`src/hw/rtl/hcm_pkg.sv`:
```
package hcm_pkg;

	// Block geometry.
	localparam int BLOCK_SYMBOLS = 8;
	localparam int SYM_W         = 5;
	localparam int BLOCK_W       = BLOCK_SYMBOLS * SYM_W;
	localparam int ROW_W         = $clog2(BLOCK_SYMBOLS);
	localparam int KEY_IDX_W     = 6;
	localparam int KEY_ENTRIES   = BLOCK_SYMBOLS * BLOCK_SYMBOLS;

	// Alphabet size, and the widths of the row dot product.
	localparam int MODULUS = 29;
	localparam int PROD_W  = 2 * SYM_W;
	localparam int SUM_W   = PROD_W + $clog2(BLOCK_SYMBOLS);

	// Reduction of the row sum by multiplying with a rounded-up reciprocal.
	localparam int RECIP_SHIFT = SUM_W + 5;
	localparam int RECIP       = ((1 << RECIP_SHIFT) + MODULUS - 1) / MODULUS;
	localparam int RECIP_W     = $clog2(RECIP + 1);

	typedef logic [SYM_W-1:0] sym_t;
	typedef logic [BLOCK_SYMBOLS-1:0][SYM_W-1:0] block_t;
	typedef logic [ROW_W-1:0] row_t;
	typedef logic [KEY_IDX_W-1:0] key_idx_t;

	typedef enum logic [1:0] {
		CMD_LOAD_KEY = 2'd0,
		CMD_ENCRYPT  = 2'd1,
		CMD_DECRYPT  = 2'd2,
		CMD_RESTART  = 2'd3
	} cmd_t;

	typedef enum logic [1:0] {
		MODE_ECB = 2'd0,
		MODE_CBC = 2'd1,
		MODE_OFB = 2'd2,
		MODE_CFB = 2'd3
	} mode_t;

	typedef enum logic {
		CFG_CHAIN_MODE  = 1'b0,
		CFG_INIT_VECTOR = 1'b1
	} cfg_idx_t;

	// Tag that travels with one key row through the row unit.
	typedef struct packed {
		logic valid;
		row_t row;
	} tag_t;

endpackage

```
`src/hw/rtl/hcm_in_if.sv`:
```
interface hcm_in_if import hcm_pkg::*; ();
	logic     valid;
	logic     ready;
	cmd_t     command;
	key_idx_t key_index;
	sym_t     key_value;
	block_t   block_in;

	modport source (output valid, output command, output key_index, output key_value,
		output block_in, input ready);
	modport sink (input valid, input command, input key_index, input key_value,
		input block_in, output ready);
endinterface

```
`src/hw/rtl/hcm_out_if.sv`:
```
interface hcm_out_if import hcm_pkg::*; ();
	logic   valid;
	logic   ready;
	block_t block_out;
	logic   bad_symbol;

	modport source (output valid, output block_out, output bad_symbol, input ready);
	modport sink (input valid, input block_out, input bad_symbol, output ready);
endinterface

```
`src/hw/rtl/hcm_cfg_if.sv`:
```
interface hcm_cfg_if import hcm_pkg::*; ();
	logic               valid;
	logic               ready;
	cfg_idx_t           index;
	logic [BLOCK_W-1:0] data;

	modport source (output valid, output index, output data, input ready);
	modport sink (input valid, input index, input data, output ready);
endinterface

```
`src/hw/rtl/hcm_row_unit.sv`:
```
// Shared row unit: one key row times the text vector, reduced modulo the alphabet size.
// Two register stages: the dot product, then the reduction.
module hcm_row_unit import hcm_pkg::*; (
	input  logic   clk,
	input  logic   arst_n,
	input  tag_t   tag_in,
	input  block_t key_row,
	input  block_t x_vec,
	output tag_t   tag_out,
	output sym_t   residue
);

	localparam int MUL_W = SUM_W + RECIP_W;

	tag_t             tag_s1;
	logic [SUM_W-1:0] sum_s1;
	logic [SUM_W-1:0] dot;
	logic [MUL_W-1:0] scaled;
	logic [SUM_W-1:0] quo;
	logic [SUM_W-1:0] rem;

	always_comb begin
		dot = '0;
		for (int i = 0; i < BLOCK_SYMBOLS; i++) begin
			dot = dot + SUM_W'(PROD_W'(key_row[i]) * PROD_W'(x_vec[i]));
		end
	end

	// The quotient estimate is exact for every sum the row can produce, so one
	// subtraction of quotient times 29 (32 - 2 - 1) leaves the residue.
	assign scaled = MUL_W'(sum_s1) * MUL_W'(RECIP);
	assign quo    = SUM_W'(scaled >> RECIP_SHIFT);
	assign rem    = sum_s1 - ((quo << 5) - (quo << 1) - quo);

	always_ff @(posedge clk or negedge arst_n) begin
		if (!arst_n) begin
			tag_s1  <= '0;
			sum_s1  <= '0;
			tag_out <= '0;
			residue <= '0;
		end else begin
			tag_s1  <= tag_in;
			sum_s1  <= dot;
			tag_out <= tag_s1;
			residue <= SYM_W'(rem);
		end
	end

endmodule

```
`src/hw/rtl/hill_cipher_chained_modes.sv`:
```
// Hill block cipher over a 29-symbol alphabet with ECB, CBC, OFB and CFB chaining.
// in_ch carries commands: load one key matrix entry, encrypt a block, decrypt a
// block, or restart the chain from the initial vector. A transaction on in_ch is
// taken whenever the block is idle. Load key and restart finish in the cycle of
// their transaction and give no result. Encrypt and decrypt give one result
// transaction on out_ch: the 40-bit block and the bad_symbol flag.
// cfg carries register writes (chain mode, initial vector); it is always ready
// and must only be used while the block is idle.
//
// An encrypt or decrypt transaction reads one key row per cycle from the key
// memory into the shared row unit; the rows pass through the memory read
// register and the two stages of the row unit, and the chaining add or subtract
// follows before the result is presented. The block is idle again from the cycle
// in which the result is presented.
//
// Reset clears the chain register, mode and initial vector; the key memory is
// not cleared and must be loaded before use. If the receiver stalls out_ch, the
// result register holds; the following block may still be accepted and worked
// on, and it waits in its final cycle until the held result has been taken.
module hill_cipher_chained_modes import hcm_pkg::*; (
	input logic       clk,
	input logic       arst_n,
	hcm_in_if.sink    in_ch,
	hcm_out_if.source out_ch,
	hcm_cfg_if.sink   cfg
);

	localparam row_t LAST_ROW = row_t'(BLOCK_SYMBOLS - 1);

	typedef enum logic [1:0] {
		S_IDLE,
		S_ISSUE,
		S_WAIT,
		S_FINISH
	} state_t;

	state_t state_q;
	mode_t  mode_q;
	block_t iv_q;
	block_t chain_q;
	block_t p_q;
	block_t x_q;
	block_t y_q;
	logic   enc_q;
	logic   bad_q;
	row_t   rd_row_q;
	tag_t   rd_tag_s1;
	block_t key_row_s1;
	logic   out_valid_q;
	block_t out_block_q;
	logic   out_bad_q;

	tag_t   unit_tag;
	sym_t   unit_res;

	// Key matrix: one row of symbols per word, written one symbol at a time.
	block_t key_mem [BLOCK_SYMBOLS];

	logic   in_take;
	logic   is_block_cmd;
	logic   issue;
	logic   out_free;
	block_t p_in;
	block_t x_in;
	block_t post_out;
	block_t post_chain;
	row_t   key_row_idx;
	row_t   key_col_idx;
	logic   key_in_range;

	function automatic sym_t sym_reduce(input sym_t s);
		return (s >= SYM_W'(MODULUS)) ? s - SYM_W'(MODULUS) : s;
	endfunction

	function automatic block_t vec_reduce(input block_t a);
		block_t r;
		for (int i = 0; i < BLOCK_SYMBOLS; i++) begin
			r[i] = sym_reduce(a[i]);
		end
		return r;
	endfunction

	function automatic block_t vec_add(input block_t a, input block_t b);
		block_t         r;
		logic [SYM_W:0] s;
		for (int i = 0; i < BLOCK_SYMBOLS; i++) begin
			s = {1'b0, a[i]} + {1'b0, b[i]};
			if (s >= (SYM_W + 1)'(MODULUS)) begin
				s = s - (SYM_W + 1)'(MODULUS);
			end
			r[i] = s[SYM_W-1:0];
		end
		return r;
	endfunction

	function automatic block_t vec_sub(input block_t a, input block_t b);
		block_t         r;
		logic [SYM_W:0] s;
		for (int i = 0; i < BLOCK_SYMBOLS; i++) begin
			if (a[i] >= b[i]) begin
				s = {1'b0, a[i]} - {1'b0, b[i]};
			end else begin
				s = {1'b0, a[i]} + (SYM_W + 1)'(MODULUS) - {1'b0, b[i]};
			end
			r[i] = s[SYM_W-1:0];
		end
		return r;
	endfunction

	assign in_ch.ready = (state_q == S_IDLE);
	assign in_take     = in_ch.valid && in_ch.ready;
	assign is_block_cmd = (in_ch.command == CMD_ENCRYPT) || (in_ch.command == CMD_DECRYPT);
	assign issue       = (state_q == S_ISSUE);
	assign out_free    = !out_valid_q || out_ch.ready;

	assign cfg.ready = 1'b1;

	assign out_ch.valid      = out_valid_q;
	assign out_ch.block_out  = out_block_q;
	assign out_ch.bad_symbol = out_bad_q;

	// Symbols 29 to 31 fold back to 0 to 2 before use.
	assign p_in = vec_reduce(in_ch.block_in);

	// Vector fed into the key matrix for this block.
	always_comb begin
		case (mode_q)
			MODE_ECB: x_in = p_in;
			MODE_CBC: x_in = (in_ch.command == CMD_ENCRYPT) ? vec_add(p_in, chain_q) : p_in;
			MODE_OFB: x_in = chain_q;
			MODE_CFB: x_in = chain_q;
			default:  x_in = p_in;
		endcase
	end

	// Chaining step once the matrix product y_q is complete.
	always_comb begin
		post_chain = chain_q;
		case (mode_q)
			MODE_ECB: begin
				post_out = y_q;
			end
			MODE_CBC: begin
				post_out   = enc_q ? y_q : vec_sub(y_q, chain_q);
				post_chain = enc_q ? y_q : p_q;
			end
			MODE_OFB: begin
				post_out   = enc_q ? vec_add(y_q, p_q) : vec_sub(p_q, y_q);
				post_chain = y_q;
			end
			MODE_CFB: begin
				post_out   = enc_q ? vec_add(y_q, p_q) : vec_sub(p_q, y_q);
				post_chain = enc_q ? post_out : p_q;
			end
			default: begin
				post_out = y_q;
			end
		endcase
	end

	assign key_row_idx  = row_t'(in_ch.key_index / KEY_IDX_W'(BLOCK_SYMBOLS));
	assign key_col_idx  = row_t'(in_ch.key_index % KEY_IDX_W'(BLOCK_SYMBOLS));
	assign key_in_range = int'(in_ch.key_index) < KEY_ENTRIES;

	// Key memory: symbol write on a load key transaction, registered row read
	// while rows are being issued. The two never happen in the same cycle.
	always_ff @(posedge clk) begin
		if (in_take && (in_ch.command == CMD_LOAD_KEY) && key_in_range) begin
			key_mem[key_row_idx][key_col_idx] <= sym_reduce(in_ch.key_value);
		end
		if (issue) begin
			key_row_s1 <= key_mem[rd_row_q];
		end
	end

	hcm_row_unit u_row (
		.clk     (clk),
		.arst_n  (arst_n),
		.tag_in  (rd_tag_s1),
		.key_row (key_row_s1),
		.x_vec   (x_q),
		.tag_out (unit_tag),
		.residue (unit_res)
	);

	always_ff @(posedge clk or negedge arst_n) begin
		if (!arst_n) begin
			state_q     <= S_IDLE;
			mode_q      <= MODE_ECB;
			iv_q        <= '0;
			chain_q     <= '0;
			p_q         <= '0;
			x_q         <= '0;
			y_q         <= '0;
			enc_q       <= 1'b0;
			bad_q       <= 1'b0;
			rd_row_q    <= '0;
			rd_tag_s1   <= '0;
			out_valid_q <= 1'b0;
			out_block_q <= '0;
			out_bad_q   <= 1'b0;
		end else begin
			if (cfg.valid && cfg.ready) begin
				case (cfg.index)
					CFG_CHAIN_MODE:  mode_q <= mode_t'(cfg.data[1:0]);
					CFG_INIT_VECTOR: iv_q <= block_t'(cfg.data);
					default:         ;
				endcase
			end

			// In the final step a taken result is replaced there by the new one.
			if (out_ch.valid && out_ch.ready && (state_q != S_FINISH)) begin
				out_valid_q <= 1'b0;
			end

			rd_tag_s1.valid <= issue;
			rd_tag_s1.row   <= rd_row_q;

			if (unit_tag.valid) begin
				y_q[unit_tag.row] <= unit_res;
			end

			case (state_q)
				S_IDLE: begin
					if (in_take) begin
						if (in_ch.command == CMD_RESTART) begin
							chain_q <= vec_reduce(iv_q);
						end
						if (is_block_cmd) begin
							p_q      <= p_in;
							x_q      <= x_in;
							enc_q    <= (in_ch.command == CMD_ENCRYPT);
							bad_q    <= (p_in != in_ch.block_in);
							rd_row_q <= '0;
							state_q  <= S_ISSUE;
						end
					end
				end
				S_ISSUE: begin
					rd_row_q <= rd_row_q + row_t'(1);
					if (rd_row_q == LAST_ROW) begin
						state_q <= S_WAIT;
					end
				end
				S_WAIT: begin
					if (unit_tag.valid && (unit_tag.row == LAST_ROW)) begin
						state_q <= S_FINISH;
					end
				end
				S_FINISH: begin
					if (out_free) begin
						out_valid_q <= 1'b1;
						out_block_q <= post_out;
						out_bad_q   <= bad_q;
						chain_q     <= post_chain;
						state_q     <= S_IDLE;
					end
				end
				default: begin
					state_q <= S_IDLE;
				end
			endcase
		end
	end

	// Row results only come back while a block is in flight.
	a_row_result_in_flight: assert property (@(posedge clk) disable iff (!arst_n)
		unit_tag.valid |-> (state_q == S_ISSUE || state_q == S_WAIT))
		else $error("row result outside a block");

	// An accepted block starts issuing from the first key row.
	a_block_starts_row0: assert property (@(posedge clk) disable iff (!arst_n)
		(in_take && is_block_cmd) |=> (state_q == S_ISSUE && rd_row_q == '0))
		else $error("block did not start at row zero");

	// Leaving the final step always presents a result.
	a_finish_presents: assert property (@(posedge clk) disable iff (!arst_n)
		(state_q == S_FINISH && out_free) |=> (out_valid_q && state_q == S_IDLE))
		else $error("finished block gave no result");

endmodule
```
`src/flat_wrapper.sv`:
```
// flat-port wrapper written by rule: the top's interface ports become plain ports
module hill_cipher_chained_modes_flat import hcm_pkg::*;
  (clk, arst_n, in_ch_valid, in_ch_command, in_ch_key_index, in_ch_key_value, in_ch_block_in, in_ch_ready, out_ch_valid, out_ch_block_out, out_ch_bad_symbol, out_ch_ready, cfg_valid, cfg_index, cfg_data, cfg_ready);
  hcm_in_if in_ch_i ();
  hcm_out_if out_ch_i ();
  hcm_cfg_if cfg_i ();
  input logic clk;
  input logic arst_n;
  input wire logic [$bits(in_ch_i.valid)-1:0] in_ch_valid;
  input wire logic [$bits(in_ch_i.command)-1:0] in_ch_command;
  input wire logic [$bits(in_ch_i.key_index)-1:0] in_ch_key_index;
  input wire logic [$bits(in_ch_i.key_value)-1:0] in_ch_key_value;
  input wire logic [$bits(in_ch_i.block_in)-1:0] in_ch_block_in;
  output wire logic [$bits(in_ch_i.ready)-1:0] in_ch_ready;
  output wire logic [$bits(out_ch_i.valid)-1:0] out_ch_valid;
  output wire logic [$bits(out_ch_i.block_out)-1:0] out_ch_block_out;
  output wire logic [$bits(out_ch_i.bad_symbol)-1:0] out_ch_bad_symbol;
  input wire logic [$bits(out_ch_i.ready)-1:0] out_ch_ready;
  input wire logic [$bits(cfg_i.valid)-1:0] cfg_valid;
  input wire logic [$bits(cfg_i.index)-1:0] cfg_index;
  input wire logic [$bits(cfg_i.data)-1:0] cfg_data;
  output wire logic [$bits(cfg_i.ready)-1:0] cfg_ready;
  assign in_ch_i.valid = in_ch_valid;
  assign in_ch_i.command = in_ch_command;
  assign in_ch_i.key_index = in_ch_key_index;
  assign in_ch_i.key_value = in_ch_key_value;
  assign in_ch_i.block_in = in_ch_block_in;
  assign in_ch_ready = in_ch_i.ready;
  assign out_ch_valid = out_ch_i.valid;
  assign out_ch_block_out = out_ch_i.block_out;
  assign out_ch_bad_symbol = out_ch_i.bad_symbol;
  assign out_ch_i.ready = out_ch_ready;
  assign cfg_i.valid = cfg_valid;
  assign cfg_i.index = cfg_index;
  assign cfg_i.data = cfg_data;
  assign cfg_ready = cfg_i.ready;
  hill_cipher_chained_modes u_core (.clk(clk), .arst_n(arst_n), .in_ch(in_ch_i), .out_ch(out_ch_i), .cfg(cfg_i));
endmodule
```
`config.mk`:
```
export PLATFORM = sky130hd
export DESIGN_NAME = hill_cipher_chained_modes_flat
export DESIGN_NICKNAME = d
export VERILOG_FILES = /design/src/hw/rtl/hcm_pkg.sv /design/src/hw/rtl/hcm_in_if.sv /design/src/hw/rtl/hcm_out_if.sv /design/src/hw/rtl/hcm_cfg_if.sv /design/src/hw/rtl/hcm_row_unit.sv /design/src/hw/rtl/hill_cipher_chained_modes.sv /design/src/flat_wrapper.sv
export SDC_FILE = /design/constraint.sdc
export NUM_CORES = 2
export LEC_CHECK = 0
export BUFFER_PORTS_ARGS = -buffer_cell sky130_fd_sc_hd__buf_2
export CORE_ASPECT_RATIO = 1.75
export CORE_UTILIZATION = 40
export DETAILED_ROUTE_END_ITERATION = 10
export GPL_TIMING_DRIVEN = 0
export PLACE_DENSITY = 0.6
export SLEW_MARGIN = 20
export SYNTH_ARGS = -nofsm -noshare
export SYNTH_HDL_FRONTEND = slang
export SYNTH_SLANG_ARGS = --single-unit
```
`constraint.sdc`:
```
create_clock -name clk -period 11.5 [get_ports clk]
set_input_delay 3.45 -clock clk [delete_from_list [all_inputs] [get_ports clk]]
set_output_delay 3.45 -clock clk [all_outputs]
set_load 0.02 [all_outputs]
```
**Word level (Yosys, flattened, before mapping)**

Memory sizes are Yosys's and may differ from the RTL's. A register that Yosys moved wholly into a read port is not among the register bits.
Index checks and enable logic that the tools add are counted.

- Register bits after elaboration: 281
- Bits of input ports: 99
- Memories kept: 1
- RAM bits: 320
- Logic and storage cells: 358

- Equality and inequality tests: 20
- Bitwise logic cells: 1
- Reduce and logical (&&, ||, !) cells: 23
- $mul: 9
- $lt $le $gt $ge: 53
- Mux-type cells: 80
- Add/subtract/negate cells: 108

Memories:

| memory | depth | bits a word | rd ports | clocked after Yosys merged registers in | write ports | RTL line | text |
|---|---|---|---|---|---|---|---|
| u_core.key_mem | 8 | 40 | 1 | 1 | 1 | hill_cipher_chained_modes.sv:57 | `block_t key_mem [BLOCK_SYMBOLS];` |

Operator list:

| cell | count |
|---|---|
| $mux W40 | 9 |
| $pmux W40 S3 | 3 |
| $mux W5 | 51 |
| $sub A5 B5 Y5 | 34 |
| $sub A5 B5 Y5 const B | 33 |
| $add A5 B5 Y6 | 16 |
| $ge A6 B5 Y1 const B | 16 |
| $ge A5 B5 Y1 const B | 17 |
| $add A5 B5 Y5 const B | 16 |
| $ge A5 B5 Y1 | 16 |
| $mul A5 B5 Y10 | 8 |
| $pmux W40 S2 | 1 |
| $add A13 B10 Y13 | 4 |
| $bwmux W40 | 1 |
| $ne A40 B40 Y1 | 1 |
| $demux W5 S3 | 2 |
| $mul A13 B10 Y19 const B | 1 |
| $add A12 B10 Y13 | 1 |
| $add A11 B10 Y12 | 1 |
| $eq A2 B2 Y1 const B | 6 |
| $add A10 B10 Y11 | 1 |
| $mux W2 | 5 |
| $ne A2 B2 Y1 const B | 5 |
| $reduce_and A5 Y1 | 2 |
| other kinds (21) | 44 |

**Longest topological paths before layout**

- Word-level depth: 8
- Gate-level depth with buffers: 24

**Modules after synthesis**

From an unflattened synthesis, not the netlist that was laid out.

- Cells, all modules: 4783
- Area total of the unflattened synthesis: 50114.3 µm²

Modules (own cells, without submodules):

| module | area an instance (µm²) | seq. area each (µm²) | cells an instance | instances |
|---|---|---|---|---|
| hill_cipher_chained_modes | 40277.4 | 17191.5 | 3792 | 1 |
| hcm_row_unit | 9836.9 | 650.6 | 991 | 1 |

**Worst setup path after synthesis**

OpenSTA, ideal clock, no wires.

- Kind: register to register
- Start: register u_core.x_q[32] (netlist name)
- End: register u_core.u_row.sum_s1[12]
- Arrival time: 6.455 ns
- Setup slack: 4.965 ns
- Cell stages (with the launch flop): 25
- Clock period less this slack: 6.535 ns
- Cells stage by stage: dfrtp_1 and2_1 fa_1 inv_1 fa_1 inv_1 fa_1 inv_1 fa_1 fa_1 inv_1 fa_1 fa_1 inv_1 fa_1 inv_1 ha_1 a21o_1 a21oi_1 o21bai_1 a21oi_1 o21ai_0 a21o_1 a21oi_1 xnor2_1

- Longest elaborated chain between the ends: 3

RTL lines:

| element | RTL line | text |
|---|---|---|
| from (decl) | hill_cipher_chained_modes.sv:42 | `block_t x_q;` |
| from (signal assigned) | hill_cipher_chained_modes.sv:231 | `x_q <= x_in;` |
| $mul A5 B5 Y10 | hcm_row_unit.sv:25 | `dot = dot + SUM_W'(PROD_W'(key_row[i]) * PROD_W'(x_vec[i]));` |
| $add A13 B10 Y13 (2 in a row) | hcm_row_unit.sv:25 |  |
| named net u_core.u_row.dot[12] | hcm_row_unit.sv:17 | `logic [SUM_W-1:0] dot;` |
| to (signal assigned) | hcm_row_unit.sv:43 | `sum_s1 <= dot;` |
| to (decl) | hcm_row_unit.sv:16 | `logic [SUM_W-1:0] sum_s1;` |

The timed path passes the listed nets, and every way through them passes these cells.
A chain may end at the register's enable or synchronous reset.

**Worst setup path after layout**

- Start: register u_core.x_q[24] (netlist name)
- End: register u_core.u_row.sum_s1[12]

- Longest elaborated chain between the ends: 5

RTL lines:

| element | RTL line |
|---|---|
| $mul A5 B5 Y10 | hcm_row_unit.sv:25 |
| $add A13 B10 Y13 (4 in a row) | hcm_row_unit.sv:25 |
| named net u_core.u_row.dot[12] | hcm_row_unit.sv:17 |

The timed path passes the listed nets, and every way through them passes these cells.

==> impl_results.md <==
* 1st-pass router iterations at 6
* Clock Path Buffers at 3
* Reg-to-reg setup timing slack at 4.02 ns
* FF-to-FF path depth at 22
* CP Capture Type: register
* Largest net degree at the start of global routing at 83
* DR vias/cell at 5.85
* Routed wire per std cell at 29.8 µm
* Seq cells post-synth at 641
* Antenna violations before repair at 18
* Skew final at 0.0560 ns
* Most common cell after layout, fill and taps aside: inv_1
* Initial Util at 40.4%
* Post-route cell area at 55300 µm²
* Critical Path Sink: u_core.u_row.sum_s1[12]
* Library cells used by synthesis at 90
* Max-slew headroom at 11.4%
* Final net count at 5868
* Syn-to-layout area delta at 11.5%
* Vias at 39100
* Post-synth net total at 5634
* Endpoints failing hold at 0
* Clk sinks at 641
* Setup violations, final at 0
* Met3 wire len at 14.0 mm
* Period Utilization, post-route at 65.1%
* Final GP Congestion at 1.08
* EDFF count, synth at 360
* Post-CTS Resized at 0
* Outcome: completed
* TritonCTS Buffers at 71
* First-pass GRT wire length at 282 mm
* Final Slew Violations at 0
* Row cnt at 170
* HP Class: reg2reg
* Layout cells sized above 1 at 11.6%
* Tmin final at 7.48 ns
* CTS tree: done
* Slew @ Worst Pin at 1.33 ns
* Number of synthesis warnings at 0
* Worst Setup Start Kind: register
* Post-synthesis sequential area ratio at 36.0%
* F_max at 134 MHz
* Share of the synthesized area in the top cell type at 21.8%
* DRC violations left at 0
* RSZ-0062 raised after global routing: no
* Fill cells at 11800
* Worst-path maximum fanout at 6
* Dpl hpwl at 157 mm
* Die Span Y at 468 µm
* Ys flop type: edfxtp_1
* Area of the core at 123000 µm²
* Mapped cell area at 49600 µm²
* Arrival time at the worst endpoint at 7.97 ns
* Commonest non-fill, non-tap cells in the layout: 660 x inv_1, 522 x ha_1, 360 x edfxtp_1
* Die width at 268 µm
* Post-CTS Repair Setup Buffers at 0
* Avg Inst Size Synth at 10.4 µm²
* Gr ovfl total at 0
* Metal2 WL at 100 mm
* Post-synthesis cell count at 4758
* Critical R2R Launch: u_core.x_q[24]
* Placed Area at 52800 µm²
* Crit path launch: u_core.x_q[24]
* Vias in the first global route at 40400
* # hold bufs at CTS at 0
* Setup tns final at 0 ns
* DRT antenna net count at 0
* Clock slew at reported path FFs at 0.06 ns
* Drt total wl at 199 mm
* Worst skew pair latency at 0.71 ns
* Highest metal used: met5
* Die Footprint at 125000 µm²
* Final core utilization at 45.1%
* Synth area leader: edfxtp_1
* GRT Util Overall at 32.1%
* Max-cap violations at 0
* Synth area leaders: edfxtp_1 22%, dfrtp_1 14%, ha_1 13%
* Hold path start: u_core.rd_tag_s1[0]
* Routed met1 length at 62.1 mm
* CTS H-tree depth at 3
* Initial DRC Count at 3406
* CTS Root Buffer Type: clkbuf_16
* Ports at 143
* Crit Path Class: reg2reg
* Post-synth ARST share at 43.8%
* Number of I/O port buffers at 137
* Critical Path RT at 11.99 ns
* FF-to-FF End: u_core.u_row.sum_s1[12]
layout make-up:
class	instances	area, µm²	share of cell area [%]
multi-input cells	3295	28700	52.0
flip-flops and latches	641	17800	32.3
inverters	665	2500	4.51
well taps	1634	2040	3.70
clock buffers	88	1910	3.45
repair buffers	161	1090	1.97
plain buffers	157	647	1.17
clock inverters	38	519	0.939
diodes	9	22.5	0.0407
cell families (layout without fill, tap and decap cells):
kind of cell	Yosys count	in the layout	share of synthesized area (%)
xor gates and xnor gates	174	174	3.07
muxes	249	249	7.35
buffers and inverters	822	1109	6.26
adders and majority gates	777	777	23.4
DFF	641	641	36.0
other	1	10	0.00756
and+or+nand+nor	989	989	9.54
AOI/OAI and AO/OA	1105	1105	14.3
flip-flops by register name (all words and copies together) (netlist names), 5 cells and up:
signal / cells
u_core.iv_q: 40
u_core.p_q: 40
u_core.out_ch.block_out: 40
u_core.u_row.residue: 5
u_core.key_mem: 320
u_core.key_row_s1: 40
u_core.chain_q: 40
u_core.x_q: 40
u_core.y_q: 40
u_core.u_row.sum_s1: 13
worst min-delay path by stage:
stage / to / cells past startpoint
floorplan: u_core.u_row.tag_out[0] / 0
global placement: u_core.u_row.tag_s1[1] / 0
detailed placement: u_core.u_row.tag_out[3] / 0
CTS: u_core.u_row.tag_s1[0] / 0
global route: u_core.u_row.tag_out[0] / 0
finish: u_core.u_row.tag_s1[0] / 0
worst max-delay path, cell delays in order, from the launching register on:
cell and delay [ns]:
dfrtp_1 0.49, and2_1 0.23, fa_1 0.53, inv_1 0.05
fa_1 0.50, fa_1 0.55, inv_1 0.07, fa_1 0.58
fa_1 0.48, fa_1 0.55, fa_1 0.55, inv_1 0.06
fa_1 0.55, inv_1 0.05, ha_1 0.32, a21o_1 0.19
a21oi_1 0.22, o21bai_1 0.17, a21oi_1 0.27, o21ai_0 0.18
a21o_1 0.20, a21oi_1 0.17, xnor2_1 0.29
synthesized netlist by cell type, types with 8 or more instances:
cell type	number
inv_1	660
ha_1	523
edfxtp_1	360
a21oi_1	326
nand2_1	301
dfrtp_1	281
o21ai_0	261
nor2_1	260
fa_1	254
and2_1	173
clkbuf_1	124
xnor2_1	118
mux2_2	116
a21o_1	81
mux4_2	80
xor2_1	56
nor3_1	55
mux2i_1	52
nand3_1	48
o211ai_1	48
a221oi_1	39
o22ai_1	37
nor2b_1	34
a31oi_1	33
nand2b_1	26
o221ai_1	26
o21a_1	25
buf_1	21
a211oi_1	20
or3_1	20
a22oi_1	19
o21bai_1	18
o31ai_1	18
a221o_1	16
a211o_1	14
nand4_1	13
a21boi_0	12
and3_1	9
buf_2	9
o221a_2	9
o31a_1	9
or2_2	9
nor3b_1	8
layer usage:
metal | GRT usage [%] | vias up
li1 | - | 17100
met1 | 30.2 | 19300
met2 | 56.5 | 1803
met3 | 7.01 | 861
met4 | 31.3 | 10
met5 | 0 | -
through the flow:
stage	hold slack, ns	worst slack [ns]	std cells
final	0.334	4.02	6688
after detailed placement	0.335	3.67	6551
after CTS	0.349	4.03	6677
after global routing	0.355	3.77	6681
after global placement	0.334	1.04	6529
after floorplan	0.331	4.97	4758
Power is left out: the tool's default activity adds up to more than one toggle a clock period on the data nets, which glitch-free logic cannot reach.
